`src/sv/vu_pkg.sv`:
```
// Shared constants, types and codes for the VU meter needle ballistics block.
// No dependencies; every other file but the assertion macros header imports this package.
`default_nettype none

package vu_pkg;

  // Fixed-point position resolution (fraction bits of arc position)
  localparam int FRAC_BITS = 14;

  // Field widths
  localparam int RMS_W  = 16;
  localparam int COEF_W = 16;
  localparam int MAXD_W = 15;
  localparam int ARC_W  = 11;
  localparam int ANG_W  = 12;
  localparam int VEL_W  = 24;

  // Position is 0..max, max below 2^(FRAC_BITS+1)
  localparam int POS_W = FRAC_BITS + 1;

  // Shared multiplier operands and product
  localparam int MA_W   = VEL_W + 1;
  localparam int MB_W   = COEF_W + 1;
  localparam int PROD_W = MA_W + MB_W;
  localparam int ACC_W  = PROD_W + 1;

  // Rounding shifts
  localparam int TGT_SH = 28 - FRAC_BITS;
  localparam int VEL_SH = 12;
  localparam int POS_SH = 16;

  // max_deflection is Q1.14; rescale to FRAC_BITS
  localparam int MX_SHL = (FRAC_BITS >= 14) ? FRAC_BITS - 14 : 0;
  localparam int MX_SHR = (FRAC_BITS >= 14) ? 0 : 14 - FRAC_BITS;
  localparam int MXW    = MAXD_W + MX_SHL;

  // Position update sum, and rounded angle before wrap (|r| <= 3 * arc)
  localparam int PN_W  = VEL_W + 2;
  localparam int RND_W = ARC_W + 3;

  localparam int ANG_MOD = 3600;
  localparam logic [ANG_W-1:0] NO_ANGLE = '1;

  // Configuration port
  localparam int CFG_IDX_W  = 3;
  localparam int CFG_DATA_W = 16;

  localparam logic [CFG_IDX_W-1:0] REG_TARGET_GAIN     = 3'd0;
  localparam logic [CFG_IDX_W-1:0] REG_SPRING_COEFF    = 3'd1;
  localparam logic [CFG_IDX_W-1:0] REG_DAMPING_COEFF   = 3'd2;
  localparam logic [CFG_IDX_W-1:0] REG_STEP_TIME       = 3'd3;
  localparam logic [CFG_IDX_W-1:0] REG_MAX_DEFLECTION  = 3'd4;
  localparam logic [CFG_IDX_W-1:0] REG_ARC_HALF_TENTHS = 3'd5;

  localparam logic [COEF_W-1:0] RST_TARGET_GAIN     = 16'd14578;
  localparam logic [COEF_W-1:0] RST_SPRING_COEFF    = 16'd30106;
  localparam logic [COEF_W-1:0] RST_DAMPING_COEFF   = 16'd2322;
  localparam logic [COEF_W-1:0] RST_STEP_TIME       = 16'd1092;
  localparam logic [MAXD_W-1:0] RST_MAX_DEFLECTION  = 15'd16876;
  localparam logic [ARC_W-1:0]  RST_ARC_HALF_TENTHS = 11'd450;

  typedef struct packed {
    logic [COEF_W-1:0] target_gain;
    logic [COEF_W-1:0] spring_coeff;
    logic [COEF_W-1:0] damping_coeff;
    logic [COEF_W-1:0] step_time;
    logic [MAXD_W-1:0] max_deflection;
    logic [ARC_W-1:0]  arc_half_tenths;
  } cfg_t;

  // Datapath step codes, in sequence order (sequencer steps by +1)
  typedef enum logic [3:0] {
    OP_NONE,
    OP_T_MUL,   // rms * gain
    OP_T_SAT,   // round, saturate -> target
    OP_S_MUL,   // spring * (target - pos)
    OP_D_MUL,   // damping * vel, latch spring product
    OP_V_SUM,   // spring term - damping term + half
    OP_V_UPD,   // vel += sum >> 12, saturate
    OP_P_MUL,   // vel * step_time
    OP_P_RND,   // add half
    OP_P_UPD,   // pos += delta, clamp
    OP_A_MUL,   // pos * 2A
    OP_A_NUM,   // subtract A << FRAC_BITS
    OP_A_RND,   // round to nearest, ties away from zero
    OP_A_WRAP   // wrap into 0..3599
  } op_t;

  typedef struct packed {
    logic load;   // input word taken this cycle
    logic emit;   // result moves to the output register this cycle
    logic ch;     // 0 left, 1 right
    op_t  op;
  } ctrl_t;

  typedef struct packed {
    logic [ANG_W-1:0] angle_left;
    logic [ANG_W-1:0] angle_right;
    logic             moved_left;
    logic             moved_right;
  } result_t;

endpackage

`default_nettype wire

```
`src/sv/vu_ifaces.sv`:
```
// Valid/ready channel interfaces for the needle ballistics block.
// Depends on vu_pkg for field widths.
`default_nettype none

interface vu_in_if;
  import vu_pkg::*;
  logic             valid;
  logic             ready;
  logic [RMS_W-1:0] rms_left;
  logic [RMS_W-1:0] rms_right;

  modport source (output valid, rms_left, rms_right, input ready);
  modport sink   (input valid, rms_left, rms_right, output ready);
endinterface

interface vu_out_if;
  import vu_pkg::*;
  logic             valid;
  logic             ready;
  logic [ANG_W-1:0] angle_left;
  logic [ANG_W-1:0] angle_right;
  logic             moved_left;
  logic             moved_right;

  modport source (output valid, angle_left, angle_right, moved_left, moved_right,
                  input ready);
  modport sink   (input valid, angle_left, angle_right, moved_left, moved_right,
                  output ready);
endinterface

`default_nettype wire

```
`src/sv/vu_mul.sv`:
```
// Shared signed multiplier with registered product.
// Depends on vu_pkg for operand widths.
`default_nettype none

module vu_mul (
  input  wire logic                               clk,
  input  wire logic signed [vu_pkg::MA_W-1:0]     a,
  input  wire logic signed [vu_pkg::MB_W-1:0]     b,
  output logic signed      [vu_pkg::PROD_W-1:0]   prod
);
  import vu_pkg::*;

  // one multiply per cycle, registered product
  always_ff @(posedge clk) begin
    prod <= PROD_W'(a) * PROD_W'(b);
  end

endmodule

`default_nettype wire

```
`src/sv/vu_ctrl.sv`:
```
// Sequencer: steps the datapath through both channels, one op per cycle.
// Depends on vu_pkg for op_t and ctrl_t.
`default_nettype none

module vu_ctrl (
  input  wire logic          clk,
  input  wire logic          rst,
  input  wire logic          in_valid,
  input  wire logic          out_free,
  output logic               in_ready,
  output vu_pkg::ctrl_t      ctrl
);
  import vu_pkg::*;

  typedef enum logic [1:0] {ST_IDLE, ST_RUN, ST_HOLD} state_t;

  state_t state;
  op_t    op;
  logic   ch;

  assign in_ready  = (state == ST_IDLE);
  assign ctrl.load = in_valid && in_ready;
  assign ctrl.emit = (state == ST_HOLD) && out_free;
  assign ctrl.ch   = ch;
  assign ctrl.op   = op;

  always_ff @(posedge clk) begin
    if (rst) begin
      state <= ST_IDLE;
      op    <= OP_NONE;
      ch    <= 1'b0;
    end else begin
      unique case (state)
        ST_IDLE: begin
          if (in_valid) begin
            state <= ST_RUN;
            op    <= OP_T_MUL;
            ch    <= 1'b0;
          end
        end
        ST_RUN: begin
          if (op == OP_A_WRAP) begin
            // left done: start right; right done: wait for output slot
            if (!ch) begin
              ch <= 1'b1;
              op <= OP_T_MUL;
            end else begin
              state <= ST_HOLD;
              op    <= OP_NONE;
            end
          end else begin
            op <= op_t'(4'(op) + 4'd1);
          end
        end
        ST_HOLD: begin
          if (out_free) begin
            state <= ST_IDLE;
          end
        end
        default: begin
          state <= ST_IDLE;
          op    <= OP_NONE;
        end
      endcase
    end
  end

endmodule

`default_nettype wire

```
`src/sv/vu_dpath.sv`:
```
// Datapath: per-channel needle state, operand select for the shared
// multiplier, rounding/saturation steps. Depends on vu_pkg and vu_mul.
`default_nettype none

module vu_dpath (
  input  wire logic                      clk,
  input  wire logic                      rst,
  input  wire vu_pkg::ctrl_t             ctrl,
  input  wire vu_pkg::cfg_t              cfg,
  input  wire logic [vu_pkg::RMS_W-1:0]  rms_left,
  input  wire logic [vu_pkg::RMS_W-1:0]  rms_right,
  output vu_pkg::result_t                result
);
  import vu_pkg::*;

  localparam logic signed [PROD_W-1:0] TGT_HALF    = PROD_W'(1) << (TGT_SH - 1);
  localparam logic signed [ACC_W-1:0]  VEL_HALF    = ACC_W'(1) << (VEL_SH - 1);
  localparam logic signed [ACC_W-1:0]  POS_HALF    = ACC_W'(1) << (POS_SH - 1);
  localparam logic signed [ACC_W-1:0]  ANG_HALF    = ACC_W'(1) << (FRAC_BITS - 1);
  localparam logic signed [ACC_W-1:0]  ANG_HALF_M1 = ANG_HALF - ACC_W'(1);
  localparam logic signed [ACC_W-1:0]  VEL_MAX_A   =
    $signed({{(ACC_W-VEL_W+1){1'b0}}, {(VEL_W-1){1'b1}}});
  localparam logic signed [ACC_W-1:0]  VEL_MIN_A   =
    $signed({{(ACC_W-VEL_W+1){1'b1}}, {(VEL_W-1){1'b0}}});
  localparam logic signed [RND_W-1:0]  MOD_S       = RND_W'(ANG_MOD);

  // needle state
  logic        [POS_W-1:0] pos [2];
  logic signed [VEL_W-1:0] vel [2];
  logic        [ANG_W-1:0] last_angle [2];

  // working registers
  logic        [RMS_W-1:0] rms_l, rms_r;
  logic        [POS_W-1:0] tgt;
  logic signed [ACC_W-1:0] acc;
  logic signed [RND_W-1:0] rnd;
  logic        [ANG_W-1:0] angle [2];

  logic signed [MA_W-1:0]   mul_a;
  logic signed [MB_W-1:0]   mul_b;
  logic signed [PROD_W-1:0] prod;

  logic        [POS_W-1:0]  p_cur;
  logic signed [VEL_W-1:0]  v_cur;
  logic        [RMS_W-1:0]  rms_cur;
  logic        [MXW-1:0]    mx_wide;
  logic        [POS_W-1:0]  mx;
  logic signed [POS_W:0]    diff;

  logic signed [PROD_W-1:0] tgt_q;
  logic        [POS_W-1:0]  tgt_next;
  logic signed [ACC_W-1:0]  vsum;
  logic signed [VEL_W-1:0]  v_sat;
  logic signed [PN_W-1:0]   pn;
  logic        [POS_W-1:0]  p_next;
  logic signed [VEL_W-1:0]  v_next;
  logic signed [ACC_W-1:0]  ang_adj;
  logic        [ANG_W-1:0]  wrap_next;
  logic [ARC_W+FRAC_BITS-1:0] arc_sh;

  assign p_cur   = pos[ctrl.ch];
  assign v_cur   = vel[ctrl.ch];
  assign rms_cur = ctrl.ch ? rms_r : rms_l;

  // max deflection rescaled to FRAC_BITS
  assign mx_wide = MXW'(cfg.max_deflection) << MX_SHL;
  assign mx      = POS_W'(mx_wide >> MX_SHR);
  assign diff    = $signed({1'b0, tgt}) - $signed({1'b0, p_cur});
  assign arc_sh  = {cfg.arc_half_tenths, {FRAC_BITS{1'b0}}};

  // multiplier operand select
  always_comb begin
    mul_a = '0;
    mul_b = '0;
    unique case (ctrl.op)
      OP_T_MUL: begin
        mul_a = $signed(MA_W'(rms_cur));
        mul_b = $signed({1'b0, cfg.target_gain});
      end
      OP_S_MUL: begin
        mul_a = MA_W'(diff);
        mul_b = $signed({1'b0, cfg.spring_coeff});
      end
      OP_D_MUL: begin
        mul_a = MA_W'(v_cur);
        mul_b = $signed({1'b0, cfg.damping_coeff});
      end
      OP_P_MUL: begin
        mul_a = MA_W'(v_cur);
        mul_b = $signed({1'b0, cfg.step_time});
      end
      OP_A_MUL: begin
        mul_a = $signed(MA_W'(p_cur));
        mul_b = $signed(MB_W'({cfg.arc_half_tenths, 1'b0}));
      end
      default: begin
        mul_a = '0;
        mul_b = '0;
      end
    endcase
  end

  vu_mul u_mul (
    .clk  (clk),
    .a    (mul_a),
    .b    (mul_b),
    .prod (prod)
  );

  // target: round half up, saturate at max
  always_comb begin
    tgt_q = (prod + TGT_HALF) >>> TGT_SH;
    if (tgt_q > $signed(PROD_W'(mx))) begin
      tgt_next = mx;
    end else begin
      tgt_next = POS_W'(tgt_q);
    end
  end

  // velocity: add rounded term, saturate to VEL_W
  always_comb begin
    vsum = ACC_W'(v_cur) + (acc >>> VEL_SH);
    if (vsum > VEL_MAX_A) begin
      v_sat = VEL_W'(VEL_MAX_A);
    end else if (vsum < VEL_MIN_A) begin
      v_sat = VEL_W'(VEL_MIN_A);
    end else begin
      v_sat = VEL_W'(vsum);
    end
  end

  // position: add delta, clamp to 0..max, kill velocity into a bound
  always_comb begin
    pn     = $signed(PN_W'(p_cur)) + PN_W'(acc >>> POS_SH);
    p_next = POS_W'(pn);
    v_next = v_cur;
    priority if (pn < 0) begin
      p_next = '0;
      if (v_cur < 0) v_next = '0;
    end else if (pn > $signed(PN_W'(mx))) begin
      p_next = mx;
      if (v_cur > 0) v_next = '0;
    end
  end

  // angle rounding bias: ties away from zero
  assign ang_adj = acc[ACC_W-1] ? ANG_HALF_M1 : ANG_HALF;

  // wrap into 0..3599 (one correction is enough for |r| <= 3 * arc)
  always_comb begin
    priority if (rnd < 0) begin
      wrap_next = ANG_W'(rnd + MOD_S);
    end else if (rnd >= MOD_S) begin
      wrap_next = ANG_W'(rnd - MOD_S);
    end else begin
      wrap_next = ANG_W'(rnd);
    end
  end

  // needle state and last delivered angles
  always_ff @(posedge clk) begin
    if (rst) begin
      for (int i = 0; i < 2; i++) begin
        pos[i]        <= '0;
        vel[i]        <= '0;
        last_angle[i] <= NO_ANGLE;
      end
    end else begin
      if (ctrl.op == OP_V_UPD) begin
        vel[ctrl.ch] <= v_sat;
      end
      if (ctrl.op == OP_P_UPD) begin
        pos[ctrl.ch] <= p_next;
        vel[ctrl.ch] <= v_next;
      end
      if (ctrl.emit) begin
        last_angle[0] <= angle[0];
        last_angle[1] <= angle[1];
      end
    end
  end

  // working registers
  always_ff @(posedge clk) begin
    if (ctrl.load) begin
      rms_l <= rms_left;
      rms_r <= rms_right;
    end
    unique case (ctrl.op)
      OP_T_SAT:  tgt <= tgt_next;
      OP_D_MUL:  acc <= ACC_W'(prod);
      OP_V_SUM:  acc <= acc - ACC_W'(prod) + VEL_HALF;
      OP_P_RND:  acc <= ACC_W'(prod) + POS_HALF;
      OP_A_NUM:  acc <= ACC_W'(prod) - $signed(ACC_W'(arc_sh));
      OP_A_RND:  rnd <= RND_W'((acc + ang_adj) >>> FRAC_BITS);
      OP_A_WRAP: angle[ctrl.ch] <= wrap_next;
      default: ;
    endcase
  end

  assign result.angle_left  = angle[0];
  assign result.angle_right = angle[1];
  assign result.moved_left  = (angle[0] != last_angle[0]);
  assign result.moved_right = (angle[1] != last_angle[1]);

endmodule

`default_nettype wire

```
`src/sv/vu_meter_needle_ballistics.sv`:
```
// Top level of the stereo VU meter needle ballistics block.
// Depends on vu_pkg, vu_ifaces, vu_ctrl, vu_dpath (and vu_mul below it).
//
//  port       dir  word                                        handshake
//  meter_in   in   rms_left, rms_right (Q0.16)                 valid/ready
//  meter_out  out  angle_left/right, moved_left/right          valid/ready
//  cfg_*      in   cfg_index, cfg_data                         cfg_we, no stall
//
// One multiplier is shared by the multiply steps of 13 steps per channel,
// left then right. A word is taken in the cycle ready is high; its result
// passes through both channel sequences and the hold state to the output
// register, and no new word is taken until the sequencer is back in idle.
// A stalled result holds the sequencer until the output register frees.
// Reset is synchronous and clears needle state and config to defaults.
`default_nettype none

module vu_meter_needle_ballistics (
  input  wire logic                           clk,
  input  wire logic                           rst,
  input  wire logic                           cfg_we,
  input  wire logic [vu_pkg::CFG_IDX_W-1:0]   cfg_index,
  input  wire logic [vu_pkg::CFG_DATA_W-1:0]  cfg_data,
  vu_in_if.sink                               meter_in,
  vu_out_if.source                            meter_out
);
  import vu_pkg::*;

  cfg_t    cfg;
  ctrl_t   ctrl;
  result_t result;
  logic    in_ready;
  logic    out_valid;
  logic    out_free;
  result_t out_word;

  // config registers
  always_ff @(posedge clk) begin
    if (rst) begin
      cfg.target_gain     <= RST_TARGET_GAIN;
      cfg.spring_coeff    <= RST_SPRING_COEFF;
      cfg.damping_coeff   <= RST_DAMPING_COEFF;
      cfg.step_time       <= RST_STEP_TIME;
      cfg.max_deflection  <= RST_MAX_DEFLECTION;
      cfg.arc_half_tenths <= RST_ARC_HALF_TENTHS;
    end else if (cfg_we) begin
      unique case (cfg_index)
        REG_TARGET_GAIN:     cfg.target_gain     <= cfg_data;
        REG_SPRING_COEFF:    cfg.spring_coeff    <= cfg_data;
        REG_DAMPING_COEFF:   cfg.damping_coeff   <= cfg_data;
        REG_STEP_TIME:       cfg.step_time       <= cfg_data;
        REG_MAX_DEFLECTION:  cfg.max_deflection  <= cfg_data[MAXD_W-1:0];
        REG_ARC_HALF_TENTHS: cfg.arc_half_tenths <= cfg_data[ARC_W-1:0];
        default: ;
      endcase
    end
  end

  assign meter_in.ready = in_ready;
  assign out_free       = !out_valid || meter_out.ready;

  vu_ctrl u_ctrl (
    .clk      (clk),
    .rst      (rst),
    .in_valid (meter_in.valid),
    .out_free (out_free),
    .in_ready (in_ready),
    .ctrl     (ctrl)
  );

  vu_dpath u_dpath (
    .clk       (clk),
    .rst       (rst),
    .ctrl      (ctrl),
    .cfg       (cfg),
    .rms_left  (meter_in.rms_left),
    .rms_right (meter_in.rms_right),
    .result    (result)
  );

  // output register
  always_ff @(posedge clk) begin
    if (rst) begin
      out_valid <= 1'b0;
    end else if (ctrl.emit) begin
      out_valid <= 1'b1;
    end else if (meter_out.ready) begin
      out_valid <= 1'b0;
    end
  end

  always_ff @(posedge clk) begin
    if (ctrl.emit) begin
      out_word <= result;
    end
  end

  assign meter_out.valid       = out_valid;
  assign meter_out.angle_left  = out_word.angle_left;
  assign meter_out.angle_right = out_word.angle_right;
  assign meter_out.moved_left  = out_word.moved_left;
  assign meter_out.moved_right = out_word.moved_right;

endmodule

`default_nettype wire

```
`src/flat_wrapper.sv`:
```
// flat-port wrapper written by rule: the top's interface ports become plain ports
module vu_meter_needle_ballistics_flat import vu_pkg::*;
  (clk, rst, cfg_we, cfg_index, cfg_data, meter_in_valid, meter_in_rms_left, meter_in_rms_right, meter_in_ready, meter_out_valid, meter_out_angle_left, meter_out_angle_right, meter_out_moved_left, meter_out_moved_right, meter_out_ready);
  vu_in_if meter_in_i ();
  vu_out_if meter_out_i ();
  input  wire logic clk;
  input  wire logic rst;
  input  wire logic cfg_we;
  input  wire logic [vu_pkg::CFG_IDX_W-1:0] cfg_index;
  input  wire logic [vu_pkg::CFG_DATA_W-1:0] cfg_data;
  input wire logic [$bits(meter_in_i.valid)-1:0] meter_in_valid;
  input wire logic [$bits(meter_in_i.rms_left)-1:0] meter_in_rms_left;
  input wire logic [$bits(meter_in_i.rms_right)-1:0] meter_in_rms_right;
  output wire logic [$bits(meter_in_i.ready)-1:0] meter_in_ready;
  output wire logic [$bits(meter_out_i.valid)-1:0] meter_out_valid;
  output wire logic [$bits(meter_out_i.angle_left)-1:0] meter_out_angle_left;
  output wire logic [$bits(meter_out_i.angle_right)-1:0] meter_out_angle_right;
  output wire logic [$bits(meter_out_i.moved_left)-1:0] meter_out_moved_left;
  output wire logic [$bits(meter_out_i.moved_right)-1:0] meter_out_moved_right;
  input wire logic [$bits(meter_out_i.ready)-1:0] meter_out_ready;
  assign meter_in_i.valid = meter_in_valid;
  assign meter_in_i.rms_left = meter_in_rms_left;
  assign meter_in_i.rms_right = meter_in_rms_right;
  assign meter_in_ready = meter_in_i.ready;
  assign meter_out_valid = meter_out_i.valid;
  assign meter_out_angle_left = meter_out_i.angle_left;
  assign meter_out_angle_right = meter_out_i.angle_right;
  assign meter_out_moved_left = meter_out_i.moved_left;
  assign meter_out_moved_right = meter_out_i.moved_right;
  assign meter_out_i.ready = meter_out_ready;
  vu_meter_needle_ballistics u_core (.clk(clk), .rst(rst), .cfg_we(cfg_we), .cfg_index(cfg_index), .cfg_data(cfg_data), .meter_in(meter_in_i), .meter_out(meter_out_i));
endmodule
```
`config.mk`:
```
export PLATFORM = sky130hd
export DESIGN_NAME = vu_meter_needle_ballistics_flat
export DESIGN_NICKNAME = d
export VERILOG_FILES = /design/src/sv/vu_pkg.sv /design/src/sv/vu_ifaces.sv /design/src/sv/vu_mul.sv /design/src/sv/vu_ctrl.sv /design/src/sv/vu_dpath.sv /design/src/sv/vu_meter_needle_ballistics.sv /design/src/flat_wrapper.sv
export SDC_FILE = /design/constraint.sdc
export NUM_CORES = 2
export LEC_CHECK = 0
export BUFFER_PORTS_ARGS = -buffer_cell sky130_fd_sc_hd__buf_2
export CELL_PAD_IN_SITES_DETAIL_PLACEMENT = 0
export CELL_PAD_IN_SITES_GLOBAL_PLACEMENT = 2
export CORE_MARGIN = 2
export CORE_UTILIZATION = 30
export DETAILED_ROUTE_END_ITERATION = 10
export PLACE_DENSITY_LB_ADDON = 0.1
export SYNTH_ARGS = -nofsm -noshare
export SYNTH_HDL_FRONTEND = slang
export SYNTH_SLANG_ARGS = --single-unit
```
`constraint.sdc`:
```
create_clock -name clk -period 22.6 [get_ports clk]
set_input_delay 1.13 -clock clk [delete_from_list [all_inputs] [get_ports clk]]
set_output_delay 1.13 -clock clk [all_outputs]
set_load 0.03 [all_outputs]
```
==> out/qor.txt <==
Status = completed
Final Hold Fails = 0
Worst slew margin = 17.8%
RSZ-0062 raised after global routing = false
Post-Syn Area = 0.0390 mm^2
Final Cycle Share = 50.0%
Most frequent CP cell = fa_1
Routing usage on met2 = 36.9%
Worst hold slack = 0.454 ns
Worst slack at placement = 11.32 ns
Synthesized flop and latch total = 397
GR Layer Usage met3 = 1.58%
EDFF count, synth = 256
Area contributors post-synth = fa_1, edfxtp_1, ha_1, dfxtp_1, nand2_1
Fin crit period = 11.30 ns
Maxcap violations = 0
Die Area = 0.133 mm^2
CTS resizes = 0
Worst Setup End Kind = flop
# rows = 132
Req. time, crit path = 23.11 ns
Synth warn = 0
Layout cells sized above 1 = 7.84%
Core Area = 0.129 mm^2
Vias in the first global route = 31348
Final instance area = 0.0434 mm^2
Most Crowded Layer GR = met2
Vias = 30747
Root buffer cell = clkbuf_16
Yosys top cell area share = 19.8%
Crit path DAT = 11.81 ns
Wire per inst = 23.7 um
Syn Area/Cell = 9.09 um^2
I/O pin count = 84
Nets = 5077
Vias per std cell = 5.03
Critical path buffers and inverters = 6
DR DRC count = 0
Grt ovf = 0
Final WL = 145000 um
DRT iter0 DRCs = 2225
Worst path depth = 38
CTS tree = done
Syn nets = 5034
Die X = 364 um
Seq/Total Area, Yosys = 27.0%
Ys async rst share = 0%
Initial Utilization = 30.2%
Layout Utilization = 33.6%
Post-CTS Setup Repair Bufs = 0
DP HPWL = 116000 um
Layout area overhead = 11.5%
Worst clock skew = 0.0420 ns
Detailed Routing Iterations Pass 1 = 6
Max stage delay on crit path = 0.70 ns
# port buffers = 83
Later-pin clock latency in the skew report = 0.67 ns
HP Class = reg2reg
Clock transition at the registers of the reported paths = 0.06 ns
Top cells by count, synth = nand2_1, inv_1, fa_1, ha_1, nor2_1
Synth Instances = 4286
Slew Limit Fails = 0
Worst Max-Slew Pin Slew = 1.22 ns
Number of hold buffers added after CTS = 0
Final setup violation count = 0
Total CTS buffers = 53
Worst Hold Depth = 2
GRT met1 Usage = 30.5%
Synth unique cells = 89
Max Fclk = 0.0885 GHz
Slowest-stage cell, CP = a2111oi_0
Crit path kind = reg2reg
Largest area contributor in the netlist = fa_1
P_leak = 18.6 nW
CTS max path bufs = 3
Clock sinks = 397
Peak supply drop = 0.0590 mV
DP Area = 0.0416 mm^2
First-pass GRT wire length = 213000 um
GPL Wtd Cong = 0.852
PD cells = 58.2 mW/mm^2
R2R depth = 38
Final ANT Viol Nets = 0
Final worst-path setup slack = 11.30 ns
# fillers = 13615
Most frequent cell after synthesis = nand2_1
Worst setup SP type = flop
Main synth FF type = edfxtp_1
GRT Util Overall = 21.8%
Largest net degree at the start of global routing = 64
H-tree levels = 2
Height of the die = 364 um
Initial antenna violation count = 6
Crit path max fanout = 39
Crit-path leading delay family = compound AO/OA/AOI/OAI gates
Total negative setup slack = 0 ns
-- final cells by class --
cell class,count,area (um^2),share of cell area [%]
clock inverter,24,370,0.853
multi-input combinational,3114,25600,59.0
timing repair buffer,158,981,2.26
tap,1742,2180,5.02
clock buffer,75,1510,3.48
sequential,397,10500,24.2
inverter,605,2270,5.23
antenna,3,7.51,0.0173
-- metal layers --
metal	part of all wire (%)	vias up	wire length, um
met5	0	-	0
met4	2.0	0	2890
met3	3.1	113	4500
met2	48	556	69800
met1	47	15488	67800
li1	-	14590	-
-- final timing paths --
path | from | end | slack, ns
worst min-delay path | u_core.cfg[89]$_SDFFE_PP0P_ | u_core.cfg[89]$_SDFFE_PP0P_ | 0.45
worst max-delay path | flop | u_core.u_dpath.u_mul.prod[40]$_DFF_P_ | 11.30
worst min register to register | u_core.cfg[89]$_SDFFE_PP0P_ | u_core.cfg[89]$_SDFFE_PP0P_ | 0.45
worst max register to register | flop | u_core.u_dpath.u_mul.prod[40]$_DFF_P_ | 11.30
-- worst reg2reg max path: cells and delay by family, from the launching register on --
family,cells,cell delay [ns]
AOI/OAI and AO/OA,18,4.22
and+or+nand+nor,3,0.86
adders and majority gates,9,4.05
muxes,1,0.51
xor gates and xnor gates,1,0.16
buffers and inverters,6,1.03
DFF,1,0.31
-- sequential cells by signal (all words and copies together), names as in the netlist, 14 cells and up, named ones only --
register	count
u_core.u_dpath.tgt	15
u_core.u_dpath.angle	24
u_core.u_dpath.pos	30
u_core.u_dpath.rms_r	16
u_core.u_dpath.rnd	14
u_core.u_dpath.acc	43
u_core.u_dpath.rms_l	16
u_core.u_dpath.u_mul.prod	42
u_core.u_dpath.vel	48
u_core.cfg	90
u_core.u_dpath.last_angle	24
-- report_power, final --
group / internal (mW) / switching [mW] / total, mW
sequential: 0.808 / 0.0463 / 0.854
clock: 0.550 / 0.370 / 0.921
combinational: 0.275 / 0.480 / 0.755
-- through the flow --
stage / total power [mW] / instances
final: 2.53 / 6118
after floorplan: 1.36 / 4286
after global routing: 2.67 / 6115
after detailed placement: 1.62 / 6016
after global placement: 1.63 / 6016
after CTS: 2.56 / 6115
-- cells by family (layout without fill, tap and decap cells) --
family	after synthesis	after routing	synth area share, %
buf+inv	775	862	7.56
mux	85	85	2.33
xor+xnor	190	190	4.27
other cells	0	3	0
flops	397	397	27.0
simple gates	1353	1353	15.9
compound gates	794	794	13.4
fa+ha+maj	692	692	29.7
-- cells in the final DEF (no fill, tap or decap), types with 82 or more instances in the layout --
master    instances
dfxtp_1         140
inv_1           605
nand2_1         627
a21oi_1         261
nor2_1          282
fa_1            386
buf_2            82
ha_1            306
xnor2_1         121
edfxtp_1        256
o21ai_0         119
No activity file was read; power rests on OpenSTA's default activity.
